## config.mk

```make
export PLATFORM = sky130hd
export DESIGN_NAME = tbi_fifo
export DESIGN_NICKNAME = d
export VERILOG_FILES = /design/src/rtl/core/tbi_pkg.sv /design/src/rtl/core/tbi_fifo.sv
export SDC_FILE = /design/constraint.sdc
export NUM_CORES = 1
export LEC_CHECK = 0
export BUFFER_PORTS_ARGS = -buffer_cell sky130_fd_sc_hd__buf_4
export CAP_MARGIN = 25
export CORE_ASPECT_RATIO = 1.75
export CORE_UTILIZATION = 59
export DETAILED_ROUTE_END_ITERATION = 10
export GPL_TIMING_DRIVEN = 1
export PLACE_DENSITY = 0.78
export SLEW_MARGIN = 20
export SYNTH_ARGS = -nofsm -noshare
export SYNTH_HDL_FRONTEND = slang
export SYNTH_SLANG_ARGS = --single-unit
```

## constraint.sdc

```tcl
create_clock -name i_clk -period 2 [get_ports i_clk]
set_input_delay 0.1 -clock i_clk [delete_from_list [all_inputs] [get_ports i_clk]]
set_output_delay 0.1 -clock i_clk [all_outputs]
set_load 0.005 [all_outputs]
```

## src/rtl/core/tbi_pkg.sv

```systemverilog
// Types and constants shared by the triangle test and interpolation block.
package tbi_pkg;

    localparam int K_CW      = 16;          // coordinate width, Q12.4
    localparam int K_DW      = K_CW + 1;    // vertex difference width
    localparam int K_VW      = 19;          // doubled projected edge vector width
    localparam int K_PW      = 2 * K_VW;    // edge product width
    localparam int K_XW      = 40;          // cross product width
    localparam int K_HW      = 20;          // low part of a split cross product
    localparam int K_MW      = 38;          // partial product width
    localparam int K_NW      = 60;          // interpolation numerator width
    localparam int K_QW      = 17;          // quotient bits produced by the divider
    localparam int K_DENW    = K_XW - 1;    // denominator magnitude width

    localparam int K_FRONT_LAT = 5;
    localparam int K_DIV_LAT   = K_QW + 4;
    localparam int K_BACK_LAT  = 3 + K_DIV_LAT;

    localparam logic [K_QW-1:0] K_QMAX_POS = K_QW'(32767);
    localparam logic [K_QW-1:0] K_QMAX_NEG = K_QW'(32768);

    typedef struct packed {
        logic signed [K_CW-1:0] pixel_x;
        logic signed [K_CW-1:0] pixel_y;
        logic signed [K_CW-1:0] vertex_a_x;
        logic signed [K_CW-1:0] vertex_a_y;
        logic signed [K_CW-1:0] vertex_a_z;
        logic signed [K_CW-1:0] vertex_b_x;
        logic signed [K_CW-1:0] vertex_b_y;
        logic signed [K_CW-1:0] vertex_b_z;
        logic signed [K_CW-1:0] vertex_c_x;
        logic signed [K_CW-1:0] vertex_c_y;
        logic signed [K_CW-1:0] vertex_c_z;
    } t_in;

    typedef struct packed {
        logic                   inside_res;
        logic                   degenerate;
        logic signed [K_CW-1:0] surface_x;
        logic signed [K_CW-1:0] surface_y;
        logic signed [K_CW-1:0] surface_z;
    } t_out;

    // one 3D axis: vertex A and the offsets of B and C from it
    typedef struct packed {
        logic signed [K_CW-1:0] a;
        logic signed [K_DW-1:0] ba;
        logic signed [K_DW-1:0] ca;
    } t_coord;

    typedef struct packed {
        logic                   in_tri;
        logic                   degenerate;
    } t_flags;

    // classified item handed from front to back
    typedef struct packed {
        t_flags                 flags;
        logic signed [K_XW-1:0] det;
        logic signed [K_XW-1:0] nb;
        logic signed [K_XW-1:0] nc;
        t_coord [2:0]           crd;
    } t_mid;

endpackage

```

## src/rtl/core/tbi_fifo.sv

```systemverilog
// Small first-in first-out queue with show-ahead read.
module tbi_fifo import tbi_pkg::*; #(
    parameter int WIDTH = 8,
    parameter int DEPTH = 8
) (
    input  logic             i_clk,
    input  logic             i_rst_n,
    input  logic             i_wr,
    input  logic [WIDTH-1:0] i_wdata,
    input  logic             i_rd,
    output logic [WIDTH-1:0] o_rdata,
    output logic             o_empty
);
    localparam int AW = (DEPTH > 1) ? $clog2(DEPTH) : 1;
    localparam int CW = $clog2(DEPTH + 1);

    logic [WIDTH-1:0] r_mem [DEPTH];
    logic [AW-1:0]    r_wp, n_wp, r_rp, n_rp;
    logic [CW-1:0]    r_cnt, n_cnt;

    always_comb begin
        n_wp  = r_wp;
        n_rp  = r_rp;
        n_cnt = r_cnt;
        if (i_wr) begin
            n_wp = (r_wp == AW'(DEPTH - 1)) ? '0 : r_wp + 1'b1;
        end
        if (i_rd) begin
            n_rp = (r_rp == AW'(DEPTH - 1)) ? '0 : r_rp + 1'b1;
        end
        if (i_wr && !i_rd) begin
            n_cnt = r_cnt + 1'b1;
        end else if (!i_wr && i_rd) begin
            n_cnt = r_cnt - 1'b1;
        end
    end

    always_ff @(posedge i_clk) begin
        if (!i_rst_n) begin
            r_wp  <= '0;
            r_rp  <= '0;
            r_cnt <= '0;
        end else begin
            r_wp  <= n_wp;
            r_rp  <= n_rp;
            r_cnt <= n_cnt;
        end
    end

    always_ff @(posedge i_clk) begin
        if (i_wr) begin
            r_mem[r_wp] <= i_wdata;
        end
    end

    assign o_rdata = r_mem[r_rp];
    assign o_empty = (r_cnt == '0);

endmodule

```

==> results of run 1 <==
==> repair_timing <==
action                     4_1_cts  5_1_grt
hold buffers                     8        0
setup endpoints to repair        8        5
hold endpoints to repair        64        0
gates cloned                     0        1
gates resized for setup          3        3
==> layer usage <==
metal	track usage (%)	part of all wire [%]
met5	0	0
met4	12.6	1.7
met3	5.30	4.0
met2	37.5	59
met1	23.7	36
==> worst paths after layout <==
kind	from	to	slack [ns]	cells past startpoint
max reg2reg	r_cnt[2]	r_cnt[3]	0.52	5
min	i_rst_n	r_wp[0]	0.06	2
max	register	o_rdata[2]	0.06	4
min reg2reg	r_cnt[3]	r_cnt[3]	0.52	2
==> layout by cell type, fill, tap and decap left out, types with 2 or more instances in the layout <==
cell type | Yosys | final
a21oi_1 | 3 | 3
and2_1 | 4 | 4
buf_4 | 0 | 29
clkbuf_16 | 0 | 3
clkbuf_8 | 0 | 10
dfxtp_1 | 13 | 12
dlygate4sd3_1 | 0 | 8
edfxtp_1 | 64 | 64
ha_1 | 7 | 7
inv_1 | 3 | 3
mux2_2 | 8 | 8
mux2i_1 | 4 | 4
mux4_1 | 15 | 14
mux4_2 | 1 | 2
nand2_1 | 7 | 7
nand2b_1 | 4 | 4
nor2_1 | 8 | 8
nor2b_1 | 5 | 5
nor3_1 | 3 | 3
o21ai_0 | 2 | 2
xnor2_1 | 2 | 2
==> cell usage after synthesis <==
cell type and n:
and2_1 4, mux4_2 1, nor2_1 8, nor4_1 1, a21oi_1 3, ha_1 7, nand3_1 1, nor2b_1 5
o22ai_1 1, inv_1 3, buf_1 1, clkbuf_1 3, buf_6 1, a211oi_1 1, mux2i_1 4, dfxtp_1 13
nand2b_1 4, buf_12 1, xnor2_1 2, edfxtp_1 64, mux4_1 15, a31oi_1 1, nand2_1 7, buf_2 1
mux2_2 8, fa_1 1, o21ai_0 2, nor3_1 3
==> cells by family after synthesis <==
| kind of cell | count (synthesis) |
|---|---|
| DFF | 77 |
| and+or+nand+nor | 33 |
| muxes | 28 |
| buffers and inverters | 10 |
| AOI/OAI and AO/OA | 8 |
| adders and majority gates | 8 |
| xor gates and xnor gates | 2 |
==> state kept, by name, indices dropped and copies added (netlist names), named ones only <==
register and cells:
r_mem 64, r_cnt 4, r_rp 3, r_wp 3
==> metrics by stage <==
step | setup slack [ns] | util, %
after detailed placement | 0.242 | 67.1
after CTS | 0.00807 | 73.0
after global placement | 0.372 | 67.1
after global routing | -0.00351 | 73.5
after floorplan | 0.507 | -
final | 0.0562 | 73.5
==> report_power, final <==
part	internal (mW)	switching [mW]	leakage [nW]
combinational	0.192	0.146	0.536
sequential	1.79	0.0332	0.689
clock	0.627	0.510	0.102
total	2.61	0.689	1.33
==> area by class of cell <==
cell class | instances | area [sq um]
clock buffers | 13 | 191
clock inverters | 2 | 12.5
fillers | 315 | 1330
inverters | 3 | 11.3
multi-input cells | 79 | 877
flip-flops and latches | 77 | 2190
well taps | 54 | 67.6
repair buffers | 39 | 343
==> impl_metrics.json, run 1 <==
{
  "status": "finished with violations",
  "violations": "design-rule violations",
  "yosys-mux-area-fraction_pct": 17.5,
  "synth-seq-area-share_pct": 69.8,
  "io_buffer_count": 20,
  "transition_time_at_the_pin_with_the_least_slew_margin_ns": 0.429,
  "route.detailed.wl_per_inst_um": 20.6,
  "drt_drc_violations_left": 4,
  "synthTopCellsByArea": "edfxtp_1 61%, mux4_1 13%, dfxtp_1 8.3%",
  "drt-initial-drc-count": 64,
  "yosys_register_bits": 77,
  "post-route-min-period_ns": 1.94,
  "crit_path_max_fanout": 8,
  "arithmetic_cell_share_of_the_synthesized_area_counting_full_adders_half_adders_and_majority_gates_pct": 3.44,
  "slowest_delay_ns": 0.56,
  "finalInstanceArea_sq_um": 3690,
  "n_antenna_cell": 0,
  "setup.worst_path.class": "reg2out",
  "synth_area_per_cell_sq_um": 18.8,
  "globalRouteTotalUtil_pct": 21.7,
  "initial_utilization_pct": 62.3,
  "globalRoute.totalOverflow": 0,
  "synth-xor-area-share_pct": 0.560,
  "totalWireLength_um": 5500,
  "first_pass_iters": 7,
  "io_pins": 21,
  "post_route_cells_drive_above_1_share_pct": 26.3,
  "placedCellCount": 243,
  "cts_post_setup_buffers_inserted": 0,
  "antenna_found_initial": 0,
  "core_area_sq_um": 5020,
  "final.setup_skew_ns": 0.00678,
  "cts_htree_levels": 3,
  "synthSimpleGateAreaFrac_pct": 5.24,
  "achievable-frequency_mhz": 514,
  "cts.path.max_buffers": 2,
  "detailedPlacementHpwl_um": 3620,
  "power.static_leakage_nw": 1.33,
  "cts.clk_slew.worst_paths_ns": 0.07,
  "critical-path-top-delay-family": "multiplexers",
  "crit_path_start_kind": "register",
  "synth-warning-count": 0,
  "finalMaxSlewViolations": 0,
  "most_area_hungry_cell_type_in_the_yosys_netlist": "edfxtp_1",
  "netlist.area_leader.share_pct": 61.5,
  "max_cap_viol_count": 0,
  "first_global_vias": 1692,
  "fin_setup_tns_ns": 0,
  "slew_headroom_pct": 71.4,
  "vias_per_cell": 5.97,
  "final-hold-violation-count": 0,
  "number_of_distinct_library_cells_after_synthesis": 28,
  "largest_family_of_logic_cells_by_synthesized_area": "multiplexers",
  "grt_start_max_net_pins": 17,
  "power.ir.vdd_worst_mv": 0.622,
  "place_area_sq_um": 3370,
  "combined_area_of_all_synthesized_cells_sq_um": 3130,
  "crit_path_cell_trace": "buf_12, mux4_1, mux2_2, buf_4",
  "antenna_left": 0,
  "hold_slack_ns": 0.0575,
  "floorplan.die.height_um": 98.3,
  "cts.sink_count": 77,
  "areaGrowthSynthToFinish_pct": 18.0,
  "critical_path_buf_inv_count": 2,
  "crit_required_ns": 1.90,
  "cp_slowest_cell": "mux4_1",
  "power_per_cell_area_nw_per_um2": 893,
  "totalPowerFinal_mw": 3.30,
  "grt_pass1_wl_um": 8410,
  "dr_total_vias": 1594,
  "synthCells": 166,
  "worst_ep_arrival_time_ns": 1.84,
  "die_width_um": 57.0,
  "worst_skew_pair.late_latency_ns": 0.34,
  "fp.dieArea_sq_um": 5600,
  "hold_path_class": "in2reg",
  "gp_congestion": 0.687,
  "nets_in_the_synthesized_netlist": 186,
  "final_net_count": 229,
  "final-setup-viol-count": 0,
  "cts_inserted_buffers": 9,
  "end_kind": "output pin",
  "finalNonFillerCells": 267,
  "clockRootBuffer": "clkbuf_8",
  "synth_compound_area_share_pct": 1.44,
  "min_period_over_period_pct": 97.2,
  "placement_rows": 34,
  "clock_tree_from_tritoncts": "built"
}
Note: power is estimated with default switching activity, not from simulation.
==> inputs of run 2 (changes only) <==
Settings changed: CORE_UTILIZATION 59 to 45, PLACE_DENSITY 0.78 to 0.66, SETUP_SLACK_MARGIN from default to 0.2.
==> run 2 against run 1 <==
The flow now finishes without violations. Critical path type unchanged. Clock skew decreased by 0.0021 ns. First-iteration DRC count increased by 70%. Sequential share of layout area decreased by 2.3 points. Maximum frequency increased by 3.9%.
==> impl_metrics.json, run 2 (synthesis gave the netlist of run 1 again) <==
{
  "die_width_um": 65,
  "end_kind": "output pin",
  "io_pins": 21,
  "io_buffer_count": 20,
  "place_area_sq_um": 3410,
  "drt-initial-drc-count": 109,
  "worst_ep_arrival_time_ns": 1.77,
  "floorplan.die.height_um": 112,
  "vias_per_cell": 5.30,
  "most_common_cell_after_layout_fill_and_taps_aside": "edfxtp_1",
  "areaGrowthSynthToFinish_pct": 22.7,
  "crit_path_max_fanout": 8,
  "worst_skew_pair.late_latency_ns": 0.33,
  "drt_drc_violations_left": 0,
  "whs_endpoint": "r_mem[3][0]",
  "ff2ff_setup_slack_ns": 0.48,
  "transition_time_at_the_pin_with_the_least_slew_margin_ns": 0.605,
  "final_net_count": 227,
  "largest-register": "r_mem",
  "post_route_cells_drive_above_1_share_pct": 33.5,
  "slowest_delay_ns": 0.50,
  "post-route-min-period_ns": 1.87,
  "finalNonFillerCells": 294,
  "power.static_leakage_nw": 1.37,
  "grt_setup_unrepaired": "true",
  "power_per_cell_area_nw_per_um2": 1030,
  "route.detailed.wl_per_inst_um": 19.5,
  "initial_utilization_pct": 47.1,
  "first_pass_iters": 6,
  "finalMaxSlewViolations": 0,
  "worst_r2r_path_cells": 5,
  "cp_slowest_cell": "mux4_2",
  "core_area_sq_um": 6640,
  "antenna_found_initial": 0,
  "achievable-frequency_mhz": 534,
  "final_cell_mix": "64 x edfxtp_1, 23 x buf_4, 16 x mux4_2, 12 x dfxtp_1, 11 x clkbuf_16",
  "crit_path_start_kind": "register",
  "min_path_cells": 1,
  "critical_register_to_register_path_endpoint": "r_cnt[3]",
  "totalWireLength_um": 5720,
  "first_global_vias": 1716,
  "fin_setup_tns_ns": 0,
  "power.ir.vdd_worst_mv": 0.592,
  "crit_path_cell_trace": "buf_12, mux4_2, mux2_2, buf_4",
  "clockRootBuffer": "clkbuf_16",
  "postLayoutCoreUtil_pct": 57.8,
  "gp_congestion": 0.691,
  "grt_pass1_wl_um": 9250,
  "setup.worst_path.class": "reg2out",
  "status": "completed",
  "max_cap_viol_count": 0,
  "final-setup-viol-count": 0,
  "final-hold-violation-count": 0,
  "cts.sink_count": 77,
  "placedCellCount": 271,
  "globalRouteTotalUtil_pct": 18.6,
  "fp.dieArea_sq_um": 7300,
  "grt_start_max_net_pins": 17,
  "dr_total_vias": 1558,
  "crit_required_ns": 1.90,
  "detailedPlacementHpwl_um": 3790,
  "fillerInstances": 538,
  "largest_register_ff_count": 64,
  "finalInstanceArea_sq_um": 3840,
  "min_period_over_period_pct": 93.6,
  "top_regs": "r_mem: 64 flops, r_cnt: 4 flops",
  "final.setup_skew_ns": 0.00465,
  "cts.clk_slew.worst_paths_ns": 0.06,
  "clock_tree_from_tritoncts": "built",
  "globalRoute.totalOverflow": 0,
  "antenna_left": 0,
  "totalPowerFinal_mw": 3.96,
  "min-delay-start": "i_wdata[0]",
  "slew_headroom_pct": 59.6,
  "hold_path_class": "in2reg",
  "n_antenna_cell": 0,
  "placement_rows": 39,
  "cts_htree_levels": 3,
  "cts_inserted_buffers": 9,
  "r2r_start": "r_cnt[2]",
  "cts.path.max_buffers": 2
}
==> run 2: cell count changes in the layout (fill, tap and decap cells not counted), sizes merged <==
cell	delta
clkinv	-1
clkinvlp	-1
bufinv	+1
clkbuf	-1
buf	+1
dlygate4sd3	-2
inv	+2
==> run 2: per-stage QoR <==
step | hold slack (ns) | setup WS, ns
after floorplan | 0.199 | 0.507
after global placement | 0.322 | 0.370
after detailed placement | 0.333 | 0.201
after CTS | 0.00421 | 0.103
after global routing | 0.00741 | 0.0701
final | 0.00728 | 0.129
==> run 2: where the power goes <==
part           total [mW]  internal (mW)  switching (mW)
clock network        1.76           1.16           0.606
logic               0.369          0.215           0.154
registers            1.83           1.79          0.0363
total                3.96           3.16           0.796
==> run 2: area by class of cell <==
cell class / instances / area [sq um] / area share (%)
clock buffer: 13 / 293 / 7.63
clock inverter: 3 / 45.0 / 1.17
inverter: 3 / 11.3 / 0.294
multi-input combinational: 79 / 851 / 22.2
sequential: 77 / 2190 / 57.0
tap: 82 / 103 / 2.67
timing repair buffer: 37 / 348 / 9.07
==> run 2: worst max path at each step <==
stage	from	endpoint	slack (ns)	cells after the start
floorplan	r_wp[0]	r_mem[0][0]	0.51	2
global placement	i_rd	r_cnt[3]	0.37	9
detailed placement	i_rd	r_cnt[3]	0.20	9
CTS	register	o_rdata[4]	0.10	4
global route	register	o_rdata[4]	0.07	4
finish	register	o_rdata[1]	0.13	4
==> run 2: worst max-delay path: cells and delay by family, from the launching register on <==
| family | cells | cell delay (ns) |
|---|---|---|
| DFF | 1 | 0.39 |
| buffers and inverters | 2 | 0.28 |
| muxes | 2 | 0.77 |
==> run 2: what timing repair did <==
item	CTS	global route
gates resized for setup	28	3
hold endpoints to repair	46	0
hold buffers	6	0
endpoints found under the setup margin	8	8
gates cloned	1	0
setup buffers	0	0
==> run 2: metal layers <==
metal	up-vias	routed length, um	GRT usage, %
met5	-	0	0
met4	0	129	9.93
met3	9	218	5.08
met2	38	3260	32.4
met1	785	2120	19.9
li1	726	-	-
